$ cat src/hw/rtl/keypad_scan_debounce_entry_macros.svh
// Assertion macros used by the keypad scanner top level.
`ifndef KEYPAD_SCAN_DEBOUNCE_ENTRY_MACROS_SVH
`define KEYPAD_SCAN_DEBOUNCE_ENTRY_MACROS_SVH

// Same-cycle implication, sampled on clk and disabled during reset.
`define KSD_ASSERT_NOW(lbl, ante, cons, msg) \
	lbl: assert property (@(posedge clk) disable iff (!arst_n) (ante) |-> (cons)) \
		else $error(msg);

// Next-cycle implication, sampled on clk and disabled during reset.
`define KSD_ASSERT_NEXT(lbl, ante, cons, msg) \
	lbl: assert property (@(posedge clk) disable iff (!arst_n) (ante) |=> (cons)) \
		else $error(msg);

`endif

$ cat src/hw/rtl/ksd_pkg.sv
// Shared types, constants and key code table for the keypad scanner.
package ksd_pkg;

	localparam int unsigned ColW     = 3;
	localparam int unsigned Rows     = 4;
	localparam int unsigned KeyW     = 4;
	localparam int unsigned CountW   = 16;
	localparam int unsigned CodeW    = 10;
	localparam int unsigned NumKeys  = 12;
	localparam int unsigned ProdW    = CountW + 4;

	localparam logic [KeyW-1:0]   KEY_STAR    = 4'd10;
	localparam logic [KeyW-1:0]   KEY_HASH    = 4'd11;
	localparam logic [KeyW-1:0]   KEY_UNKNOWN = 4'd12;
	localparam logic [CountW-1:0] COUNT_MAX   = 16'hFFFF;
	localparam logic [CountW-1:0] DEFAULT_NOTE_COUNT_RST = 16'd300;

	// Row/column codes in key order: digits 0 to 9, then star and hash.
	localparam logic [CodeW-1:0] KEY_CODES [NumKeys] = '{
		10'h108, 10'h081, 10'h101, 10'h201, 10'h082, 10'h102,
		10'h202, 10'h084, 10'h104, 10'h204, 10'h088, 10'h208
	};

	typedef enum logic [3:0] {
		DB_NO_PUSH       = 4'b0001,
		DB_MAYBE_PUSHED  = 4'b0010,
		DB_PUSHED        = 4'b0100,
		DB_MAYBE_NO_PUSH = 4'b1000
	} db_state_t;

	typedef struct packed {
		logic            press;
		logic [KeyW-1:0] key;
	} key_info_t;

	typedef struct packed {
		logic              accepted;
		logic [KeyW-1:0]   key_code;
		logic              done;
		logic [KeyW-1:0]   song;
		logic [CountW-1:0] count;
	} entry_res_t;

endpackage

$ cat src/hw/rtl/keypad_scan_debounce_entry.sv
// Top level of the keypad scanner: input stage, entry logic and result register.
//
//  Channel  Handshake             Payload
//  input    in_valid / in_ready   row0_cols..row3_cols, busy_req
//  output   out_valid / out_ready key_present, key_accepted, key_code,
//                                 entry_done, chosen_song, note_count
//  config   cfg_wr_en             cfg_wr_data (default note count)
//
// One item per cycle sustained while the output is taken; an item enters the input register
// when accepted and moves into the result register through decode, debounce and entry logic.
// The entry state updates as an item moves into the result register, so the next item
// sees it at once. Reset clears the debouncer, the entry state and the default count
// (to 300). A stalled output holds both stages; the input stage refills as soon as
// the result register empties or is taken.
`include "keypad_scan_debounce_entry_macros.svh"

module keypad_scan_debounce_entry import ksd_pkg::*; (
	input  logic              clk,
	input  logic              arst_n,
	input  logic              in_valid,
	output logic              in_ready,
	input  logic [ColW-1:0]   row0_cols,
	input  logic [ColW-1:0]   row1_cols,
	input  logic [ColW-1:0]   row2_cols,
	input  logic [ColW-1:0]   row3_cols,
	input  logic              busy_req,
	output logic              out_valid,
	input  logic              out_ready,
	output logic              key_present,
	output logic              key_accepted,
	output logic [KeyW-1:0]   key_code,
	output logic              entry_done,
	output logic [KeyW-1:0]   chosen_song,
	output logic [CountW-1:0] note_count,
	input  logic              cfg_wr_en,
	input  logic [CountW-1:0] cfg_wr_data
);

	logic              valid_s1;
	logic [ColW-1:0]   row0_s1, row1_s1, row2_s1, row3_s1;
	logic              busy_s1;
	logic              out_valid_q;
	logic              present_q;
	entry_res_t        res_q;
	logic [CountW-1:0] default_note_count_q;
	logic              advance;
	key_info_t         info;
	entry_res_t        res;

	assign advance  = !out_valid_q || out_ready;
	assign in_ready = !valid_s1 || advance;

	always_ff @(posedge clk or negedge arst_n) begin
		if (!arst_n) begin
			default_note_count_q <= DEFAULT_NOTE_COUNT_RST;
		end else if (cfg_wr_en) begin
			default_note_count_q <= cfg_wr_data;
		end
	end

	always_ff @(posedge clk or negedge arst_n) begin
		if (!arst_n) begin
			valid_s1 <= 1'b0;
		end else if (in_ready) begin
			valid_s1 <= in_valid;
		end
	end

	always_ff @(posedge clk) begin
		if (in_ready && in_valid) begin
			row0_s1 <= row0_cols;
			row1_s1 <= row1_cols;
			row2_s1 <= row2_cols;
			row3_s1 <= row3_cols;
			busy_s1 <= busy_req;
		end
	end

	ksd_key_match u_match (
		.row0_cols (row0_s1),
		.row1_cols (row1_s1),
		.row2_cols (row2_s1),
		.row3_cols (row3_s1),
		.info      (info)
	);

	ksd_entry u_entry (
		.clk                (clk),
		.arst_n             (arst_n),
		.step               (valid_s1 && advance),
		.busy               (busy_s1),
		.info               (info),
		.default_note_count (default_note_count_q),
		.res                (res)
	);

	always_ff @(posedge clk or negedge arst_n) begin
		if (!arst_n) begin
			out_valid_q <= 1'b0;
		end else if (advance) begin
			out_valid_q <= valid_s1;
		end
	end

	always_ff @(posedge clk) begin
		if (advance && valid_s1) begin
			present_q <= info.press;
			res_q     <= res;
		end
	end

	assign out_valid    = out_valid_q;
	assign key_present  = present_q;
	assign key_accepted = res_q.accepted;
	assign key_code     = res_q.key_code;
	assign entry_done   = res_q.done;
	assign chosen_song  = res_q.song;
	assign note_count   = res_q.count;

	`KSD_ASSERT_NOW(a_accept_needs_press, out_valid_q && res_q.accepted, present_q,
		"key accepted without a press")
	`KSD_ASSERT_NOW(a_done_needs_accept, out_valid_q && res_q.done, res_q.accepted,
		"entry committed without an accepted key")
	`KSD_ASSERT_NOW(a_done_count_nonzero, out_valid_q && res_q.done,
		(res_q.count != '0) || (default_note_count_q == '0), "zero count committed")
	`KSD_ASSERT_NEXT(a_busy_blocks_accept, valid_s1 && advance && busy_s1,
		!res_q.accepted && !res_q.done, "accepted key while busy")

endmodule

$ cat src/hw/rtl/ksd_key_match.sv
// Row priority encoder and key code lookup for one scan tick.
module ksd_key_match import ksd_pkg::*; (
	input  logic [ColW-1:0] row0_cols,
	input  logic [ColW-1:0] row1_cols,
	input  logic [ColW-1:0] row2_cols,
	input  logic [ColW-1:0] row3_cols,
	output key_info_t       info
);

	logic [CodeW-1:0] code;
	logic [KeyW-1:0]  key;

	// The first row with any column high wins; columns sit above the row bit.
	always_comb begin
		code = '0;
		if (row0_cols != '0) begin
			code = {row0_cols, 3'b000, 4'b0001};
		end else if (row1_cols != '0) begin
			code = {row1_cols, 3'b000, 4'b0010};
		end else if (row2_cols != '0) begin
			code = {row2_cols, 3'b000, 4'b0100};
		end else if (row3_cols != '0) begin
			code = {row3_cols, 3'b000, 4'b1000};
		end
	end

	always_comb begin
		key = KEY_UNKNOWN;
		for (int i = NumKeys - 1; i >= 0; i--) begin
			if (KEY_CODES[i] == code) begin
				key = KeyW'(i);
			end
		end
	end

	assign info.press = (code != '0);
	assign info.key   = (code != '0) ? key : '0;

endmodule

$ cat src/hw/rtl/ksd_entry.sv
// Debounce state machine and song/count entry sequencing.
module ksd_entry import ksd_pkg::*; (
	input  logic              clk,
	input  logic              arst_n,
	input  logic              step,
	input  logic              busy,
	input  key_info_t         info,
	input  logic [CountW-1:0] default_note_count,
	output entry_res_t        res
);

	db_state_t         db_q, db_nxt;
	logic              song_chosen_q;
	logic [KeyW-1:0]   pending_song_q;
	logic [CountW-1:0] entry_value_q;
	logic              accept;
	logic [ProdW-1:0]  next_value;
	logic [CountW-1:0] sat_value;
	logic              commit;

	always_comb begin
		db_nxt = db_q;
		accept = 1'b0;
		case (db_q)
			DB_NO_PUSH: begin
				db_nxt = info.press ? DB_MAYBE_PUSHED : DB_NO_PUSH;
			end
			DB_MAYBE_PUSHED: begin
				db_nxt = info.press ? DB_PUSHED : DB_NO_PUSH;
				accept = info.press;
			end
			DB_PUSHED: begin
				db_nxt = info.press ? DB_PUSHED : DB_MAYBE_NO_PUSH;
			end
			DB_MAYBE_NO_PUSH: begin
				db_nxt = info.press ? DB_PUSHED : DB_NO_PUSH;
			end
			default: begin
				db_nxt = DB_NO_PUSH;
			end
		endcase
		if (busy) begin
			db_nxt = db_q;
			accept = 1'b0;
		end
	end

	assign next_value = ProdW'(entry_value_q) * ProdW'(10) + ProdW'(info.key);
	assign sat_value  = (next_value > ProdW'(COUNT_MAX)) ? COUNT_MAX : next_value[CountW-1:0];
	assign commit     = accept && song_chosen_q && (info.key >= KEY_HASH);

	assign res.accepted = accept;
	assign res.key_code = accept ? info.key : '0;
	assign res.done     = commit;
	assign res.song     = commit ? pending_song_q : '0;
	assign res.count    = !commit ? '0 :
		(entry_value_q != '0) ? entry_value_q : default_note_count;

	always_ff @(posedge clk or negedge arst_n) begin
		if (!arst_n) begin
			db_q           <= DB_NO_PUSH;
			song_chosen_q  <= 1'b0;
			pending_song_q <= '0;
			entry_value_q  <= '0;
		end else if (step) begin
			db_q <= db_nxt;
			if (accept) begin
				if (!song_chosen_q) begin
					pending_song_q <= info.key;
					song_chosen_q  <= 1'b1;
				end else if (info.key < KEY_HASH) begin
					entry_value_q <= sat_value;
				end else begin
					song_chosen_q  <= 1'b0;
					pending_song_q <= '0;
					entry_value_q  <= '0;
				end
			end
		end
	end

endmodule
$ cat config.mk
export PLATFORM = sky130hd
export DESIGN_NAME = keypad_scan_debounce_entry
export DESIGN_NICKNAME = d
export VERILOG_FILES = /design/src/hw/rtl/ksd_pkg.sv /design/src/hw/rtl/keypad_scan_debounce_entry.sv /design/src/hw/rtl/ksd_key_match.sv /design/src/hw/rtl/ksd_entry.sv
export VERILOG_INCLUDE_DIRS = /design/src /design/src/hw/rtl
export SDC_FILE = /design/constraint.sdc
export NUM_CORES = 1
export LEC_CHECK = 0
export ABC_AREA = 1
export CORE_MARGIN = 2
export CORE_UTILIZATION = 58
export CTS_CLUSTER_DIAMETER = 50
export CTS_CLUSTER_SIZE = 14
export DETAILED_ROUTE_END_ITERATION = 6
export DONT_BUFFER_PORTS = 1
export PLACE_DENSITY = 0.76
export SYNTH_ARGS = -nofsm -noshare
export SYNTH_HDL_FRONTEND = slang
export SYNTH_SLANG_ARGS = --single-unit
$ cat constraint.sdc
create_clock -name clk -period 4.2 [get_ports clk]
set_input_delay 0.21 -clock clk [delete_from_list [all_inputs] [get_ports clk]]
set_output_delay 0.21 -clock clk [all_outputs]
set_load 0.05 [all_outputs]
== Yosys cells after proc, flatten, opt, wreduce, memory -nomap -nowiden ==
Index checks and enable logic that the tools add are counted.

* Bitwise logic cells: 1
* Muxes and demuxes: 30
* Eq/ne operators: 17
* Reductions and logical operators: 19
* Order comparisons: 3
* Add/sub/neg operators: 1
* Multipliers: 1

{| class="wikitable"
|+ Operators with widths
! kind !! count
|-
| 16-bit 2-to-1 mux || 3
|-
| 4-bit 2-to-1 mux || 12
|-
| 10-bit equality test (first input constant) || 4
|-
| 8-bit by 10-bit equality test with 1-bit output (first input constant) || 4
|-
| 9-bit by 10-bit equality test with 1-bit output (first input constant) || 4
|-
| 10-bit 2-to-1 mux || 4
|-
| 20-bit by 4-bit adder with 20-bit output || 1
|-
| 20-bit by 16-bit > comparator with 1-bit output (second input constant) || 1
|-
| 16-bit by 3-bit multiplier with 19-bit output (second input constant) || 1
|-
| 16-bit nonzero test || 1
|-
| 3-bit 2-to-1 mux || 5
|-
| 4-bit case mux with 3 select lines || 1
|-
| 3-bit nonzero test || 4
|-
| 10-bit nonzero test || 1
|-
| 3-bit AND reduction || 2
|-
| 4-bit by 1-bit equality test with 1-bit output (second input constant) || 1
|-
| 4-bit by 2-bit equality test with 1-bit output (second input constant) || 1
|-
| 4-bit by 3-bit equality test with 1-bit output (second input constant) || 1
|-
| 4-bit equality test (second input constant) || 1
|-
| 4-bit greater-or-equal comparator (second input constant) || 1
|-
| 1-bit logical AND || 4
|-
| 4-bit < comparator (second input constant) || 1
|-
| 1-bit 2-to-1 mux || 4
|-
| 2-bit AND reduction || 2
|-
| 6 further kinds || 8
|}

* Word-level logic and storage cells: 90
* Bits in registers: 83
* Input port bits: 34
* Output and inout port bits: 29

== Logic depth before layout (Yosys ltp) ==
* Depth after elaboration: 23
* Depth in mapped cells: 28
* Mapped depth without buffers: 28

== Hierarchy ==
Synthesis repeated with hierarchy kept, for this count alone.

* Cells, all modules: 738
* Area, all modules: 5564.1 um^2

{| class="wikitable"
|+ Modules (own cells, without submodules)
! module !! instances !! sequential area each (um^2) !! area an instance (um^2) !! cells an instance
|-
| ksd_entry || 1 || 626.9 || 3183.1 || 537
|-
| keypad_scan_debounce_entry || 1 || 1656.6 || 1945.6 || 119
|-
| ksd_key_match || 1 || 0.0 || 435.4 || 82
|}

== Worst setup path after synthesis ==
No wires, ideal clock.

* Path kind: reg-to-reg
* Start point: register u_entry.entry_value_q[1]
* End point: register u_entry.entry_value_q[6]
* Setup slack: 1.137 ns
* Period minus slack after synthesis: 3.063 ns
* Path buffers: 1
* Arrival: 2.946 ns
* Required time: 4.083 ns
* Cell stages (with the launch flop): 17
* Setup time: 0.117 ns
* Cells stage by stage: dfrtp_1 -> ha_1 -> ha_1 -> inv_1 -> fa_1 -> o31ai_1 -> xor2_1 -> nor2_1 -> nand3_1 -> nor2_1 -> nand4_1 -> o22ai_1 -> nor2_1 -> buf_2 -> nand4_1 -> nand2_1 -> nand2_1

* Cells in the longest elaborated chain, start to end: 5

{| class="wikitable"
|+ Ends and longest elaborated chain
! what !! line !! source
|-
| from (decl) || ksd_entry.sv:15 || <nowiki>logic [CountW-1:0] entry_value_q;</nowiki>
|-
| from (signal assigned) || ksd_entry.sv:72 || <nowiki>entry_value_q <= sat_value;</nowiki>
|-
| 16-bit by 3-bit multiplier with 19-bit output (*) || ksd_entry.sv:48 || <nowiki>assign next_value = ProdW'(entry_value_q) * ProdW'(10) + ProdW'(info.key);</nowiki>
|-
| 20-bit by 4-bit adder with 20-bit output (*) || ksd_entry.sv:48 ||
|-
| 20-bit by 16-bit > comparator with 1-bit output || ksd_entry.sv:49 || <nowiki>assign sat_value = (next_value > ProdW'(COUNT_MAX)) ? COUNT_MAX : next_value[CountW-1:0];</nowiki>
|-
| 16-bit 2-to-1 mux (*) || ksd_entry.sv:49 ||
|-
| 16-bit 2-to-1 mux (*) || ksd_entry.sv:71 || <nowiki>end else if (info.key < KEY_HASH) begin</nowiki>
|}

Every way passes the cells marked *; elsewhere a longest branch is shown, timed or not.
A chain may end at the register's enable or synchronous reset.

== Worst setup path in the final report ==
* Start point: register u_entry.entry_value_q[3]
* End point: register u_entry.entry_value_q[12]

Same word-level chain as after synthesis.

==> run metrics <==
Final ANT Viol Nets 0; cell at the root of the clock tree sky130_fd_sc_hd__clkbuf_8; setup TNS after final layout 0 ns; DR pass1 iterations 6; area growth from synthesis to layout 10.5%; setup repair after global routing missed its margin false; slowest CP cell sky130_fd_sc_hd__dfrtp_1; Worst Path Class, Setup register to register; Core ar. 0.00876 sq mm; total number of clock tree sinks 83; TritonCTS Buffers 9; final clock skew 0.00982 ns; I/O pins 63; initial core utilization 0.599; kind of end point of the critical path register; Max stage delay on crit path ~0.47 ns; reg2reg start u_entry.entry_value_q[3]; number of vias after detailed routing 4264; total wire length 11300 microns; number of max-cap violations 0; first-pass GRT wire length 19400 microns; area of combinational cells with multiple inputs 0.00253 sq mm; HP Start cfg_wr_data[8]; synthesis warning total 0; sequential fraction of the synthesis area 0.435; final-report hold violation count 0; overall routing resource usage 0.244; std cell rows 34; headroom to the max-slew limit 0.323; final number of setup-violating endpoints 0; worst hold path endpoint default_note_count_q[8]; Leakage ~0.0028 uW; average cell area after synthesis ~8.4 sq um; f_max 285 MHz; total of flip-flops plus latches after synthesis 83; Startpoint Class register; number of setup buffers added after CTS 0; most common cell type on the critical path sky130_fd_sc_hd__nand2_1; vias in the first global route 4181; number of antenna violations at the first check in global routing 0; critical-path maximum fanout 16; Hold Path Cell Cnt 1; port buffer count 0; number of cells on the worst reg-to-reg path 19; register-to-register setup slack 0.69 ns; slew at the pin with the worst max-slew slack 1.02 ns; DP Cell Count 724; final layout net count 719; clock network latency to the later pin of the worst-skew pair 0.35 ns; final antenna diode count 0; most instantiated flip-flop cell in the synthesis netlist sky130_fd_sc_hd__edfxtp_1; ratio of cells with drive above 1 in the final layout 0.106; clock-pin slew on the worst setup and hold paths around 0.090 ns; pin count of the biggest net entering global routing 44; Filler Cell Count 720; Max H-tree Level 3; highest-count cells in the layout ignoring fill and taps 150 x sky130_fd_sc_hd__nand2_1, 96 x sky130_fd_sc_hd__inv_1, 42 x sky130_fd_sc_hd__nor2_1; combined buffer and inverter count along the critical path 1; Req. time, crit path 4.44 ns; post-synthesis instance area 0.00525 sq mm; number of resized instances in the post-cts repair step 0; total DRC errors in the routed layout 0; storage element area 0.00228 sq mm; Critical Path AT roughly 3.8 ns; DPL Wire Length a little over 8000 microns; Netlist cell types 38; gate count of the mapped netlist 624; Post-Layout Cell Count ~770; WL per Instance 14.7 microns; series of cell instances along the critical path ha_1 -> ha_1 -> a21oi_1 -> nand2_1 -> nand2_1 -> nand3_1 -> a21oi_1 -> xor2_1 -> nand2_1 -> inv_1 -> nand3_1 -> nor2_1 -> nand3_1 -> nand2_1 -> nand2_2 -> nor2_8 -> nand4_1 -> nand2_1 -> nand2_1; total gr overflow 0; final estimated routing congestion in global placement 0.930; clock buffer depth 2; result of the run finished clean; period utilisation layout 0.835; Peak VDD IR 0.218 mV; CTS tree yes; time the final worst path needs with I/O delays and setup around 3.5 ns; Max Slew Vio Count 0; initial detailed-routing violation count roughly 290; number of flops mapped to enable cells by yosys 40; die area a little under 0.01 sq mm; Syn Nets 690; most common cell after layout, fill and taps aside sky130_fd_sc_hd__nand2_1; Pwr Density 415 mW/mm^2; vias per std cell around 5.6; worst r2r dst u_entry.entry_value_q[12]; largest delay contributor family on the critical path simple AND/OR/NAND/NOR gates; class of the worst hold path input port to register; number of hold buffers added after cts 22; Die X-Extent 99.1 microns; Die Ht a little under 100 microns; share of async-settable or async-resettable flops after synthesis 0.518
## cells in the mapped netlist (all sizes together), types with 2 or more instances
| library cell | instances | area share |
|---|---|---|
| a21oi | 34 | 0.032 |
| buf | 7 | 0.0088 |
| clkbuf | 3 | 0.0021 |
| dfrtp | 38 | 0.18 |
| dfstp | 5 | 0.025 |
| edfxtp | 40 | 0.23 |
| ha | 31 | 0.074 |
| inv | 99 | 0.071 |
| mux2 | 16 | 0.034 |
| nand2 | 166 | 0.13 |
| nand3 | 41 | 0.042 |
| nand3b | 3 | 0.0050 |
| nand4 | 30 | 0.036 |
| nor2 | 48 | 0.043 |
| nor3 | 15 | 0.016 |
| nor4 | 2 | 0.0024 |
| o21ai | 14 | 0.013 |
| o21bai | 3 | 0.0043 |
| o22ai | 5 | 0.0060 |
| o31ai | 2 | 0.0029 |
| xnor2 | 3 | 0.0050 |
| xor2 | 16 | 0.027 |
## cells by family (layout without fill, tap and decap cells)
family	Yosys count	count (layout)	synth area share
flip-flops	83	83	0.435
AND/OR/NAND/NOR	305	305	0.278
multiplexers	16	16	0.0343
XOR/XNOR	19	19	0.0317
AO/OA/AOI/OAI	60	60	0.0618
buffers and inverters	109	143	0.0818
adder cells (fa/ha/maj)	32	32	0.0777
## state kept, by name (all words and copies together), names as in the netlist, 3 cells and up
signal / flops
note_count: 16
chosen_song: 4
key_code: 4
u_entry.entry_value_q: 16
u_entry.db_q: 4
row3_s1: 3
row1_s1: 3
u_entry.pending_song_q: 4
row2_s1: 3
row0_s1: 3
default_note_count_q: 16
## power by group
group	switching [uW]	leakage, uW	internal [uW]
sequential	194	0.000928	989
combinational	442	0.00178	230
clock	326	0.0000925	226
total	962	0.00280	1440
## layout make-up
type | count | area share
clock inverter | 7 | 0.0101
inverter | 99 | 0.0641
tap | 108 | 0.0233
clock buffer | 9 | 0.0214
sequential | 83 | 0.394
timing repair buffer | 28 | 0.0505
multi-input combinational | 432 | 0.437
## stage by stage
step | hold slack (ns) | instance area (sq um) | worst slack (ns) | util | power (uW)
CTS | 0.000203 | 5760 | 0.765 | 0.657 | 2400
global route | 0.000505 | 5800 | 0.387 | 0.662 | 2550
finish | 0.00939 | 5800 | 0.691 | 0.662 | 2410
floorplan | -0.0856 | 5250 | 1.14 | - | 1680
global placement | -0.0849 | 5340 | 0.871 | 0.609 | 1810
detailed placement | -0.0848 | 5340 | 0.796 | 0.609 | 1830
## worst max-delay path by stage
stage	start	cells past startpoint	slack, ns	endpoint
global placement	u_entry.entry_value_q[3]	19	0.87	u_entry.entry_value_q[15]
CTS	u_entry.entry_value_q[3]	19	0.76	u_entry.entry_value_q[12]
detailed placement	u_entry.entry_value_q[3]	19	0.80	u_entry.entry_value_q[3]
finish	u_entry.entry_value_q[3]	19	0.69	u_entry.entry_value_q[12]
floorplan	u_entry.entry_value_q[1]	16	1.14	u_entry.entry_value_q[6]
global route	u_entry.entry_value_q[3]	19	0.39	u_entry.entry_value_q[12]
## layer usage
layer	routed length, microns	track usage	part of all wire
met1	5320	0.348	0.47
met2	5170	0.389	0.46
met3	609	0.0379	0.054
met4	181	0.0674	0.016
met5	0	0	0
Power figures use the tool's default switching activity.
